**src/design/rdi_pkg.sv**
```systemverilog
// ----------------------------------------------------------------------------
// rdi_pkg
// Shared widths, register indexes and pipeline types of the ray/disc
// intersection block.
// ----------------------------------------------------------------------------
`default_nettype none

package rdi_pkg;

  // Fixed-point format and field widths
  localparam int FRAC_BITS     = 16;
  localparam int COORD_WIDTH   = 32;
  localparam int NORM_WIDTH    = 18;
  localparam int RAD_WIDTH     = 31;
  localparam int THR_WIDTH     = 17;
  localparam int T_WIDTH       = 31;
  localparam int CFG_IDX_WIDTH = 4;

  // Derived datapath widths
  localparam int DIFF_WIDTH  = COORD_WIDTH + 1;
  localparam int PD_WIDTH    = NORM_WIDTH + COORD_WIDTH;
  localparam int PN_WIDTH    = NORM_WIDTH + DIFF_WIDTH;
  localparam int NUM_WIDTH   = PN_WIDTH + 2;
  localparam int OVF_SHIFT   = T_WIDTH - FRAC_BITS;
  localparam int MUL_WIDTH   = COORD_WIDTH + T_WIDTH;
  localparam int P_WIDTH     = MUL_WIDTH - FRAC_BITS;
  localparam int AE_WIDTH    = P_WIDTH + 2;
  localparam int SQ_WIDTH    = 2 * T_WIDTH;
  localparam int SUM_WIDTH   = SQ_WIDTH + 2;
  localparam int IN_WIDTH    = 6 * COORD_WIDTH;
  localparam int OUT_WIDTH   = ((T_WIDTH + 2 + 7) / 8) * 8;

  // Configuration register indexes
  localparam logic [CFG_IDX_WIDTH-1:0] CFG_CENTER_X  = 4'd0;
  localparam logic [CFG_IDX_WIDTH-1:0] CFG_CENTER_Y  = 4'd1;
  localparam logic [CFG_IDX_WIDTH-1:0] CFG_CENTER_Z  = 4'd2;
  localparam logic [CFG_IDX_WIDTH-1:0] CFG_NORMAL_X  = 4'd3;
  localparam logic [CFG_IDX_WIDTH-1:0] CFG_NORMAL_Y  = 4'd4;
  localparam logic [CFG_IDX_WIDTH-1:0] CFG_NORMAL_Z  = 4'd5;
  localparam logic [CFG_IDX_WIDTH-1:0] CFG_RADIUS    = 4'd6;
  localparam logic [CFG_IDX_WIDTH-1:0] CFG_THRESHOLD = 4'd7;

  // Per-item control that travels with the data
  typedef struct packed {
    logic valid;
    logic miss;
    logic ovf;
  } rdi_ctl_t;

  // Ray data carried past the divider
  typedef struct packed {
    logic [2:0][COORD_WIDTH-1:0] dir;
    logic [2:0][DIFF_WIDTH-1:0]  off;
  } rdi_ray_t;

endpackage

`default_nettype wire

```
**src/design/rdi_div.sv**
```systemverilog
// ----------------------------------------------------------------------------
// rdi_div
// One restoring division step: shift in the next dividend bit, compare with
// |n.d|, subtract and set one quotient bit. One register stage.
// ----------------------------------------------------------------------------
`default_nettype none

module rdi_div
  import rdi_pkg::*;
#(
  parameter int BIT = 0
)
(
  input  wire logic                 clk,
  input  wire logic                 rst,
  input  wire logic                 adv,
  input  wire rdi_ctl_t             ctl_in,
  input  wire logic [NUM_WIDTH-1:0] rem_in,
  input  wire logic [NUM_WIDTH-1:0] den_in,
  input  wire logic [OVF_SHIFT-1:0] low_in,
  input  wire logic [T_WIDTH-1:0]   q_in,
  input  wire rdi_ray_t             ray_in,
  output rdi_ctl_t                  ctl_out,
  output logic [NUM_WIDTH-1:0]      rem_out,
  output logic [NUM_WIDTH-1:0]      den_out,
  output logic [OVF_SHIFT-1:0]      low_out,
  output logic [T_WIDTH-1:0]        q_out,
  output rdi_ray_t                  ray_out
);

  logic                 bring;
  logic [NUM_WIDTH:0]   shifted;
  logic [NUM_WIDTH:0]   diff;
  logic                 ge;

  // Dividend bit entering at this step: |n.(c-o)| shifted left by FRAC_BITS
  if (BIT >= FRAC_BITS) begin : g_data_bit
    assign bring = low_in[BIT-FRAC_BITS];
  end else begin : g_zero_bit
    assign bring = 1'b0;
  end

  always_comb begin
    shifted = {rem_in, bring};
    diff    = shifted - {1'b0, den_in};
    ge      = shifted >= {1'b0, den_in};
  end

  always_ff @(posedge clk) begin
    if (rst) begin
      ctl_out <= '0;
    end else if (adv) begin
      ctl_out <= ctl_in;
    end
  end

  always_ff @(posedge clk) begin
    if (adv) begin
      rem_out <= ge ? diff[NUM_WIDTH-1:0] : shifted[NUM_WIDTH-1:0];
      den_out <= den_in;
      low_out <= low_in;
      q_out   <= {q_in[T_WIDTH-2:0], ge};
      ray_out <= ray_in;
    end
  end

endmodule

`default_nettype wire

```
**config.mk**
```make
export PLATFORM = sky130hd
export DESIGN_NAME = rdi_div
export DESIGN_NICKNAME = d
export VERILOG_FILES = /design/src/design/rdi_pkg.sv /design/src/design/rdi_div.sv
export SDC_FILE = /design/constraint.sdc
export NUM_CORES = 1
export LEC_CHECK = 0
export BUFFER_PORTS_ARGS = -buffer_cell sky130_fd_sc_hd__buf_2
export CORE_AREA = 2 2 277 279
export CTS_CLUSTER_SIZE = 20
export DETAILED_ROUTE_END_ITERATION = 10
export DIE_AREA = 0 0 279 281
export GPL_ROUTABILITY_DRIVEN = 0
export PLACE_DENSITY = 0.43
export SLEW_MARGIN = 25
export SYNTH_ARGS = -nofsm -noshare
export SYNTH_HDL_FRONTEND = slang
export SYNTH_SLANG_ARGS = --single-unit
```
**constraint.sdc**
```tcl
create_clock -name clk -period 9.6 [get_ports clk]
set_input_delay 0.48 -clock clk [delete_from_list [all_inputs] [get_ports clk]]
set_output_delay 0.48 -clock clk [all_outputs]
set_load 0.02 [all_outputs]
```
==> reports/qor.csv, run 1 <==
stage;metric;value;unit
power;VDD IR max;0.000117;V
sta;RSZ-0062 raised after global routing;false;
cts;Clock Sinks;350;
setup_path;CP Max Fanout;48;
die;FP Rows;101;
setup_path;element type at the critical path end;flip-flop;
final_layout;Post-Layout Cell Count;2709;
synth;Synth Area in XOR/XNOR;2.73;%
die;Die Footprint;78400;um^2
route;first-pass iteration count of the detailed router;4;
setup_path;Worst setup SP type;primary input;
sta;fmax;0.250;GHz
final_layout;Layout area overhead;40.9;%
sta;Fin Setup TNS;0;ns
synth;Post-Synth Simple-Gate Area;6.06;%
route;Via density;4.14;
synth;mux contribution to synthesized area;4.31;%
global_routing;global-route wire length before repair;87.1;mm
sta;slew margin rel.;31.2;%
cts;CTS root buf;clkbuf_16;
power;Final Total Pwr;4.35;mW
cts;# resized after CTS;0;
synth;Synth area leader;edfxtp_1;
placement;Post-DP HPWL;53.0;mm
status;status;finished, final reports clean;
cts;deepest clock path buffer count;3;
setup_path;worst path required time;9.92;ns
final_layout;commonest non-fill, non-tap cell in the layout;buf_2;
synth;Synth warnings;0;
die;IO Pins;703;
global_routing;largest net degree at the start of global routing;109;
sta;Hold Fails Final Rpt;0;
sta;Slew Viols, Final;0;
worst_hold_path;Hold Path Depth;1;
route;Residual DRC;0;
die;Core ar.;75400;um^2
worst_hold_path;Worst Hold Class;primary input to flip-flop;
global_routing;total track usage;15.7;%
synth;synthesized net count;1373;
global_routing;antenna violations before repair;39;
global_routing;vias in the first global route;11650;
die;Starting Density;19.5;%
synth;Post-synth EDFFs;347;
synth;sequential area share after synthesis;71.1;%
sta;hold slack;0.0679;ns
synth;main combinational cell family by area after synthesis;compound AO/OA/AOI/OAI gates;
synth;share of the synthesized area in the top cell type;70.7;%
synth;complex-gate fraction of the synthesized area;8.22;%
route;ANT nets after route;0;
sta;worst slew pin tran;1.03;ns
power;PD cells;209;nW/um^2
synth;count of different cell masters after synthesis;66;
synth;#FFs+latches synth;350;
cts;Worst-Skew Late Latency;0.56;ns
synth;synthesized area;14700;um^2
cts;CTS tree;built;
route;Avg WL per Cell;23.8;um
final_layout;layout cells sized above 1;48.3;%
synth;Adder-Cell Fraction of Synth Area;4.63;%
sta;fin crit period;4.00;ns
final_layout;Layout Nets;2098;
route;vias after detailed routing;11203;
synth;ranking of synthesized cells by area;edfxtp_1, ha_1, a21oi_1;
synth;Synth Area per Inst;15.3;um^2
route;wirelength, routed;64.6;mm
sta;Setup Skew;0;ns
global_routing;GRT overflow;0;
power;Lkg Pwr;8.81;nW
final_layout;final core area utilization;27.5;%
cts;setup bufs post-CTS;0;
die;Die X-Extent;279;um
synth;async set or reset register ratio after synthesis;0;%
sta;fin crit share;41.7;%
final_layout;commonest cells after routing, fill and taps aside;buf_2, edfxtp_1, a21oi_1;
final_layout;fill count;7939;
die;Die Ht;281;um
cts;clock slew at reported path FFs;0.06;ns
setup_path;Arr. time, crit path;4.32;ns
synth;Post-Synthesis Cells;966;
placement;Inst Count DP;2623;
cts;CTS buffer count;44;
cts;H-tree Lvls;2;
sta;Setup violations, final;0;
placement;PortBufs;701;
run;Max-Cap Viols;0;
synth;Main synth FF type;edfxtp_1;
route;DRT iter0 DRCs;622;
setup_path;critical path type;primary input to flip-flop;
setup_path;R2R cell count;2;
cts;Post-CTS Hold Buffers;0;
==> per-stage QoR <==
| step | setup WS (ns) | area [um^2] |
|---|---|---|
| CTS | 5.59 | 20800 |
| detailed placement | 4.97 | 19300 |
| finish | 5.60 | 20800 |
| global placement | 5.00 | 19300 |
| floorplan | 6.24 | 14700 |
| global route | 5.46 | 20800 |
==> per-layer routing <==
| layer | vias up | global-route usage [%] | wire length, um |
|---|---|---|---|
| met5 | - | 0 | 333 |
| met4 | 54 | 7.46 | 3200 |
| met3 | 143 | 6.86 | 6050 |
| met2 | 460 | 27.7 | 32500 |
| met1 | 5409 | 15.8 | 22600 |
| li1 | 5137 | - | - |
==> power by group <==
part | total [mW] | switching (mW) | internal, mW
Sequential | 1.89 | 0.0386 | 1.85
Combinational | 0.805 | 0.523 | 0.282
Clock | 1.66 | 0.704 | 0.956
Total | 4.35 | 1.27 | 3.09
==> synth_stat cells, types with 14 or more instances <==
cell	number
nor2_1	54
xnor2_1	29
nand2_1	57
inv_1	65
ha_1	53
a21oi_1	69
mux2_4	18
xor2_1	17
edfxtp_1	347
mux2_2	28
o21ai_0	33
o21bai_1	14
==> logic make-up (layout without fill, tap and decap cells) <==
logic type | count (synthesis) | in the layout
buffers and inverters | 92 | 850
multiplexers | 51 | 51
flip-flops | 350 | 350
AO/OA/AOI/OAI | 189 | 189
other | 0 | 7
adder cells (fa/ha/maj) | 54 | 54
AND/OR/NAND/NOR | 184 | 184
XOR/XNOR | 46 | 46
==> critical path, stage by stage <==
cell and delay [ns]:
buf_2 0.09, inv_1 0.06, fa_1 0.46, nand2b_1 0.20
a21oi_1 0.37, o2111ai_1 0.26, nand3_1 0.24, o21ai_2 0.18
a211oi_2 0.34, a21oi_2 0.17, o31a_4 0.42, inv_4 0.60
mux2_2 0.42
==> layout make-up <==
cell class / count / area (um^2) / area share [%]
sequential: 350 / 10500 / 50.4
multi-input combinational: 524 / 3830 / 18.4
timing repair buffer: 705 / 3550 / 17.1
tap: 978 / 1220 / 5.89
clock buffer: 52 / 1160 / 5.60
clock inverter: 27 / 265 / 1.28
inverter: 66 / 250 / 1.20
antenna: 7 / 17.5 / 0.0843
==> registers in the layout (all words and copies together) (netlist names) <==
| signal | cells |
|---|---|
| den_out | 53 |
| rem_out | 53 |
| ctl_out | 3 |
| q_out | 31 |
| low_out | 15 |
| ray_out | 195 |
==> final timing paths <==
check / endpoint / startpoint / slack, ns
min reg2reg: ctl_out[1] / ctl_out[1] / 0.49
min: ray_out[11] / ray_in[11] / 0.07
max reg2reg: ctl_out[0] / ctl_out[0] / 8.96
max: rem_out[21] / rem_in[0] / 5.60
Note: power is estimated with default switching activity, not from simulation.
==> inputs of run 2 (changes only) <==
--- a/config.mk
+++ b/config.mk
@@ -5,13 +5,14 @@
 export SDC_FILE = /design/constraint.sdc
 export NUM_CORES = 1
 export LEC_CHECK = 0
+export ABC_AREA = 1
 export BUFFER_PORTS_ARGS = -buffer_cell sky130_fd_sc_hd__buf_2
-export CORE_AREA = 2 2 277 279
+export CORE_AREA = 2 2 309 220
 export CTS_CLUSTER_SIZE = 20
 export DETAILED_ROUTE_END_ITERATION = 10
-export DIE_AREA = 0 0 279 281
+export DIE_AREA = 0 0 311 222
 export GPL_ROUTABILITY_DRIVEN = 0
-export PLACE_DENSITY = 0.43
+export PLACE_DENSITY = 0.52
 export SLEW_MARGIN = 25
 export SYNTH_ARGS = -nofsm -noshare
 export SYNTH_HDL_FRONTEND = slang
==> constraint.sdc (replaced) <==
create_clock -name clk -period 3.2 [get_ports clk]
set_input_delay 0.16 -clock clk [delete_from_list [all_inputs] [get_ports clk]]
set_output_delay 0.16 -clock clk [all_outputs]
set_load 0.02 [all_outputs]
==> reports/qor.csv, run 2 <==
stage;metric;value;unit
synth;Synth Area per Inst;10.2;um^2
final_layout;Most flops, register;ray_out;
route;Avg WL per Cell;18.8;um
die;Die Ht;222;um
cts;deepest clock path buffer count;3;
final_layout;layout cells sized above 1;30.3;%
final_layout;commonest non-fill, non-tap cell in the layout;buf_2;
synth;commonest cells in the netlist;nand2_1, edfxtp_1, inv_1;
power;Lkg Pwr;12.4;nW
cts;CTS buffer count;38;
sta;Slew Viols, Final;0;
route;Residual DRC;0;
sta;fmax;0.359;GHz
worst_hold_path;hold path endpoint;ray_out[49];
synth;ranking of synthesized cells by area;edfxtp_1, nand2_1, inv_1;
cts;setup bufs post-CTS;0;
route;Via density;4.17;
global_routing;global-route wire length before repair;98.8;mm
die;Core ar.;65800;um^2
sta;fin crit period;2.79;ns
cts;Post-CTS Hold Buffers;349;
run;Max-Cap Viols;0;
sta;slew margin rel.;43.9;%
placement;Post-DP HPWL;52.8;mm
worst_hold_path;Hold Path Depth;1;
synth;async set or reset register ratio after synthesis;0;%
power;PD cells;496;nW/um^2
final_layout;max reg flops;195;
route;vias after detailed routing;15129;
global_routing;largest net degree at the start of global routing;94;
final_layout;biggest regs;ray_out x195, den_out x53, rem_out x53;
cts;H-tree Lvls;2;
setup_path;critical path type;primary input to flip-flop;
route;first-pass iteration count of the detailed router;5;
sta;Setup violations, final;0;
sta;RSZ-0062 raised after global routing;false;
sta;Setup Skew;0;ns
synth;share of the synthesized area in the top cell type;63.7;%
synth;Main synth FF type;edfxtp_1;
sta;Hold Fails Final Rpt;0;
setup_path;setup slack, reg-to-reg;2.10;ns
final_layout;Layout area overhead;57.6;%
global_routing;antenna violations before repair;5;
sta;Fin Setup TNS;0;ns
setup_path;R2R cell count;3;
synth;sequential area share after synthesis;64.1;%
power;Comb pwr share;22.5;%
power;switching share of power;30.1;%
global_routing;total track usage;19.2;%
die;Starting Density;24.9;%
synth;Synth warnings;0;
power;cell internal pwr;8.94;mW
worst_hold_path;Worst Hold Class;primary input to flip-flop;
cts;Clock Sinks;350;
cts;CTS tree;built;
global_routing;vias in the first global route;15617;
power;NetSw;3.84;mW
synth;Post-Synthesis Cells;1607;
synth;count of different cell masters after synthesis;38;
power;Clk pwr share;33.3;%
route;ANT nets after route;0;
setup_path;Crit Reg-Reg Endpoint;ctl_out[1];
synth;most frequent cell after synthesis;nand2_1;
placement;PortBufs;701;
route;DRT iter0 DRCs;1190;
synth;Post-synth EDFFs;347;
setup_path;worst path required time;3.63;ns
sta;worst slew pin tran;0.841;ns
route;wirelength, routed;68.1;mm
worst_hold_path;Hold Crit Start;adv;
die;Die Footprint;69000;um^2
final_layout;Layout Nets;3110;
cts;# resized after CTS;0;
setup_path;worst r2r src;ctl_out[1];
synth;Synth area leader;edfxtp_1;
sta;fin crit share;87.1;%
final_layout;commonest cells after routing, fill and taps aside;buf_2, nand2_1, dlygate4sd3_1;
setup_path;Worst setup SP type;primary input;
synth;#FFs+latches synth;350;
setup_path;Arr. time, crit path;3.22;ns
synth;synthesized area;16400;um^2
setup_path;element type at the critical path end;flip-flop;
power;sequential power share;44.2;%
power;Final Total Pwr;12.8;mW
setup_path;CP Max Fanout;43;
status;status;finished, final reports clean;
setup_path;Crit. Startpoint;den_in[28];
die;FP Rows;79;
die;Die X-Extent;311;um
global_routing;GRT overflow;0;
cts;CTS root buf;clkbuf_16;
die;IO Pins;703;
cts;Worst-Skew Late Latency;0.54;ns
synth;synthesized net count;2014;
cts;clock slew at reported path FFs;0.06;ns
power;VDD IR max;0.000285;V
==> run 2: changes by cell type in the layout (fill, tap and decap cells not counted), sizes merged, moves of 12 or more <==
cell	change
nand4	+18
inv	+270
nand3b	+14
dlygate4sd3	+349
mux2	-46
nor2	+47
o21bai	-12
nand2	+469
buf	+16
nand3	+54
a21oi	-41
xnor2	-28
==> run 2: kinds of logic (layout without fill, tap and decap cells) <==
group,Yosys count,after routing,share of synthesized area (%)
buffers and inverters,354,1479,8.42
AO/OA/AOI/OAI,68,68,2.67
other,0,7,0
XOR/XNOR,27,27,1.45
adder cells (fa/ha/maj),54,54,4.18
flip-flops,350,350,64.1
AND/OR/NAND/NOR,754,754,19.2
==> run 2: stage by stage <==
step                area (um^2)  util, %  setup slack [ns]  cells  hold WS, ns
global route              25800     39.1             0.261   3626        0.115
floorplan                 16400        -              1.25   1607        0.229
global placement          21100     32.1             0.462   3205        0.337
CTS                       25800     39.1             0.480   3623        0.115
finish                    25800     39.2             0.413   3630       0.0947
detailed placement        21100     32.1             0.410   3205        0.338
==> run 2: metal layers <==
| layer | vias to the layer above | share of wire (%) | track usage (%) |
|---|---|---|---|
| met3 | 117 | 6.8 | 4.47 |
| met5 | - | 0 | 0 |
| li1 | 7364 | - | - |
| met4 | 0 | 4.6 | 9.09 |
| met1 | 7104 | 39 | 22.1 |
| met2 | 544 | 50 | 33.5 |
==> run 2: worst max-delay path by stage <==
stage                              to  cells past startpoint
after floorplan           rem_out[10]                     15
after global placement    rem_out[47]                     14
after detailed placement  rem_out[47]                     14
after CTS                 rem_out[47]                     15
after global routing      rem_out[47]                     15
final                     rem_out[47]                     15
==> run 2: power groups by stage <==
stage / Combinational (mW) / Clock, mW / Sequential [mW]
after floorplan: 0.822 / 0 / 6.27
after global placement: 2.52 / 0 / 5.73
after detailed placement: 2.52 / 0 / 5.74
after CTS: 2.90 / 4.42 / 5.65
after global routing: 3.11 / 4.58 / 5.69
final: 2.88 / 4.26 / 5.65
==> run 2: final cells by class <==
cell class                      instances  area (um^2)
Inverter                              340         1280
Tap cell                              891         1110
Fill cell                            6579        40100
Antenna cell                            7         17.5
Clock inverter                         19          144
Sequential cell                       350        10500
Multi-Input combinational cell        903         4500
Timing Repair Buffer                 1070         7220
Clock buffer                           50         1020
==> run 2: worst max-delay path, stage by stage <==
cell	delay [ns]
dlygate4sd3_1	0.53
buf_2	0.20
inv_1	0.10
ha_1	0.40
nand2_1	0.13
nor2_1	0.15
inv_1	0.09
nor3_2	0.21
nand2_1	0.12
nor2_1	0.13
nand2_2	0.21
nand3_4	0.19
buf_12	0.25
nand3_1	0.21
nand2_1	0.12
==> inputs of run 3 (changes only) <==
--- a/config.mk
+++ b/config.mk
@@ -7,12 +7,15 @@
 export LEC_CHECK = 0
 export ABC_AREA = 1
 export BUFFER_PORTS_ARGS = -buffer_cell sky130_fd_sc_hd__buf_2
+export CELL_PAD_IN_SITES_DETAIL_PLACEMENT = 1
+export CELL_PAD_IN_SITES_GLOBAL_PLACEMENT = 2
 export CORE_AREA = 2 2 309 220
+export CTS_CLUSTER_DIAMETER = 100
 export CTS_CLUSTER_SIZE = 20
 export DETAILED_ROUTE_END_ITERATION = 10
 export DIE_AREA = 0 0 311 222
 export GPL_ROUTABILITY_DRIVEN = 0
-export PLACE_DENSITY = 0.52
+export PLACE_DENSITY = 0.78
 export SLEW_MARGIN = 25
 export SYNTH_ARGS = -nofsm -noshare
 export SYNTH_HDL_FRONTEND = slang
==> reports/qor.csv, run 3 (same netlist as run 2, synthesis figures left out) <==
stage;metric;value;unit
cts;Worst-Skew Late Latency;0.57;ns
final_layout;fill count;7751;
route;Residual DRC;0;
final_layout;commonest non-fill, non-tap cell in the layout;buf_2;
final_layout;Most flops, register;ray_out;
final_layout;Layout area overhead;54.1;%
setup_path;element type at the critical path end;flip-flop;
power;VDD IR max;0.000359;V
global_routing;largest net degree at the start of global routing;87;
setup_path;Worst setup SP type;primary input;
global_routing;GRT overflow;0;
sta;hold slack;0.0181;ns
worst_hold_path;hold path endpoint;rem_out[25];
power;Lkg Pwr;12.1;nW
cts;CTS tree;built;
route;Via density;4.31;
sta;RSZ-0062 raised after global routing;false;
placement;PortBufs;701;
sta;Slew Viols, Final;0;
placement;Post-DP HPWL;60.2;mm
route;DRT iter0 DRCs;993;
route;Avg WL per Cell;22.1;um
global_routing;antenna violations before repair;12;
global_routing;vias in the first global route;16709;
cts;CTS buffer count;22;
route;vias after detailed routing;15441;
sta;Setup violations, final;0;
die;Die Footprint;69000;um^2
route;first-pass iteration count of the detailed router;5;
worst_hold_path;Hold Crit Start;rem_in[24];
die;Die X-Extent;311;um
route;wirelength, routed;79.3;mm
final_layout;layout cells sized above 1;29.9;%
status;status;finished, final reports clean;
setup_path;Arr. time, crit path;3.06;ns
cts;CTS root buf;clkbuf_16;
global_routing;global-route wire length before repair;114;mm
die;Die Ht;222;um
worst_hold_path;Worst Hold Class;primary input to flip-flop;
final_layout;Layout Nets;3089;
setup_path;worst path required time;3.48;ns
die;Core ar.;65800;um^2
sta;fin crit period;2.78;ns
sta;Hold Fails Final Rpt;0;
final_layout;final core area utilization;38.3;%
setup_path;setup slack, reg-to-reg;2.06;ns
setup_path;Crit. Startpoint;den_in[32];
sta;fmax;0.359;GHz
die;IO Pins;703;
global_routing;total track usage;22.4;%
setup_path;R2R cell count;3;
worst_hold_path;Hold Path Depth;3;
power;PD cells;459;nW/um^2
final_layout;commonest cells after routing, fill and taps aside;buf_2, nand2_1, edfxtp_1;
sta;slew margin rel.;46.2;%
setup_path;Crit Reg-Reg Endpoint;ctl_out[1];
sta;worst slew pin tran;0.807;ns
sta;Setup Skew;0;ns
final_layout;Post-Layout Cell Count;3583;
cts;H-tree Lvls;1;
cts;deepest clock path buffer count;3;
cts;Clock Sinks;350;
placement;Inst Count DP;3204;
route;ANT nets after route;0;
cts;setup bufs post-CTS;0;
sta;fin crit share;87.0;%
cts;clock slew at reported path FFs;0.09;ns
die;FP Rows;79;
setup_path;worst r2r src;ctl_out[1];
final_layout;biggest regs;ray_out x195, den_out x53, rem_out x53;
die;Starting Density;24.9;%
setup_path;CP Max Fanout;16;
setup_path;critical path type;primary input to flip-flop;
run;Max-Cap Viols;0;
final_layout;max reg flops;195;
sta;Fin Setup TNS;0;ns
==> run 3: changes by cell type in the layout (fill, tap and decap cells not counted), sizes merged <==
cell and delta:
bufinv -1, inv -1, dlygate4sd3 -4, clkbuf -24
diode -3, clkinvlp -4, clkinv -9, buf -1
==> run 3: routing by layer <==
layer  part of all wire (%)  track usage, %
met1                     41            26.9
met2                     50            40.1
met3                    5.2            4.07
met4                    3.8            7.54
met5                  0.054               0
==> run 3: where the power goes <==
part	leakage [nW]	internal, mW	switching, mW
Sequential	3.42	5.52	0.184
Clock	0.300	1.28	1.63
Combinational	8.39	1.08	1.89
Total	12.1	7.88	3.70
==> run 3: worst max-delay path: stages <==
cell           delay [ns]
dlygate4sd3_1        0.53
buf_2                0.18
inv_1                0.12
ha_1                 0.37
nand2_1              0.22
inv_1                0.07
nand2_1              0.07
nand2_1              0.13
nand2_1              0.09
nand2_1              0.08
inv_2                0.05
nand2_1              0.09
a21oi_4              0.18
nand3_4              0.24
buf_12               0.24
nand2_1              0.06
nand2_1              0.15
==> run 3: metrics by stage <==
| stage | cell area, um^2 | total power [mW] | setup WS (ns) |
|---|---|---|---|
| after floorplan | 16400 | 7.09 | 1.25 |
| after global placement | 21100 | 8.34 | 0.506 |
| after detailed placement | 21100 | 8.39 | 0.447 |
| after CTS | 25200 | 11.7 | 0.508 |
| after global routing | 25200 | 12.1 | 0.309 |
| final | 25200 | 11.6 | 0.416 |
==> run 3: how the worst max path moves through the flow <==
stage,endpoint,slack [ns],cells past startpoint
4_1_cts,rem_out[29],0.51,17
3_5_place_dp,rem_out[49],0.45,16
6_report,rem_out[29],0.42,17
5_1_grt,rem_out[29],0.31,17
3_3_place_gp,rem_out[49],0.51,16
2_1_floorplan,rem_out[10],1.25,15
==> run 3: area by class of cell <==
class	instances	area, um^2	share of cell area [%]
Tap cell	891	1110	4.42
Sequential cell	350	10500	41.6
Timing Repair Buffer	1065	7200	28.6
Multi-Input combinational cell	903	4500	17.9
Antenna cell	4	10.0	0.0397
Inverter	340	1280	5.06
Clock inverter	4	52.6	0.208
Clock buffer	26	566	2.24
==> run 3: timing repair <==
| action | CTS | global route |
|---|---|---|
| hold buffers | 345 | 0 |
| endpoints found under the setup margin | 0 | 0 |
| resized for setup | 0 | 0 |
| endpoints found under the hold margin | 345 | 0 |
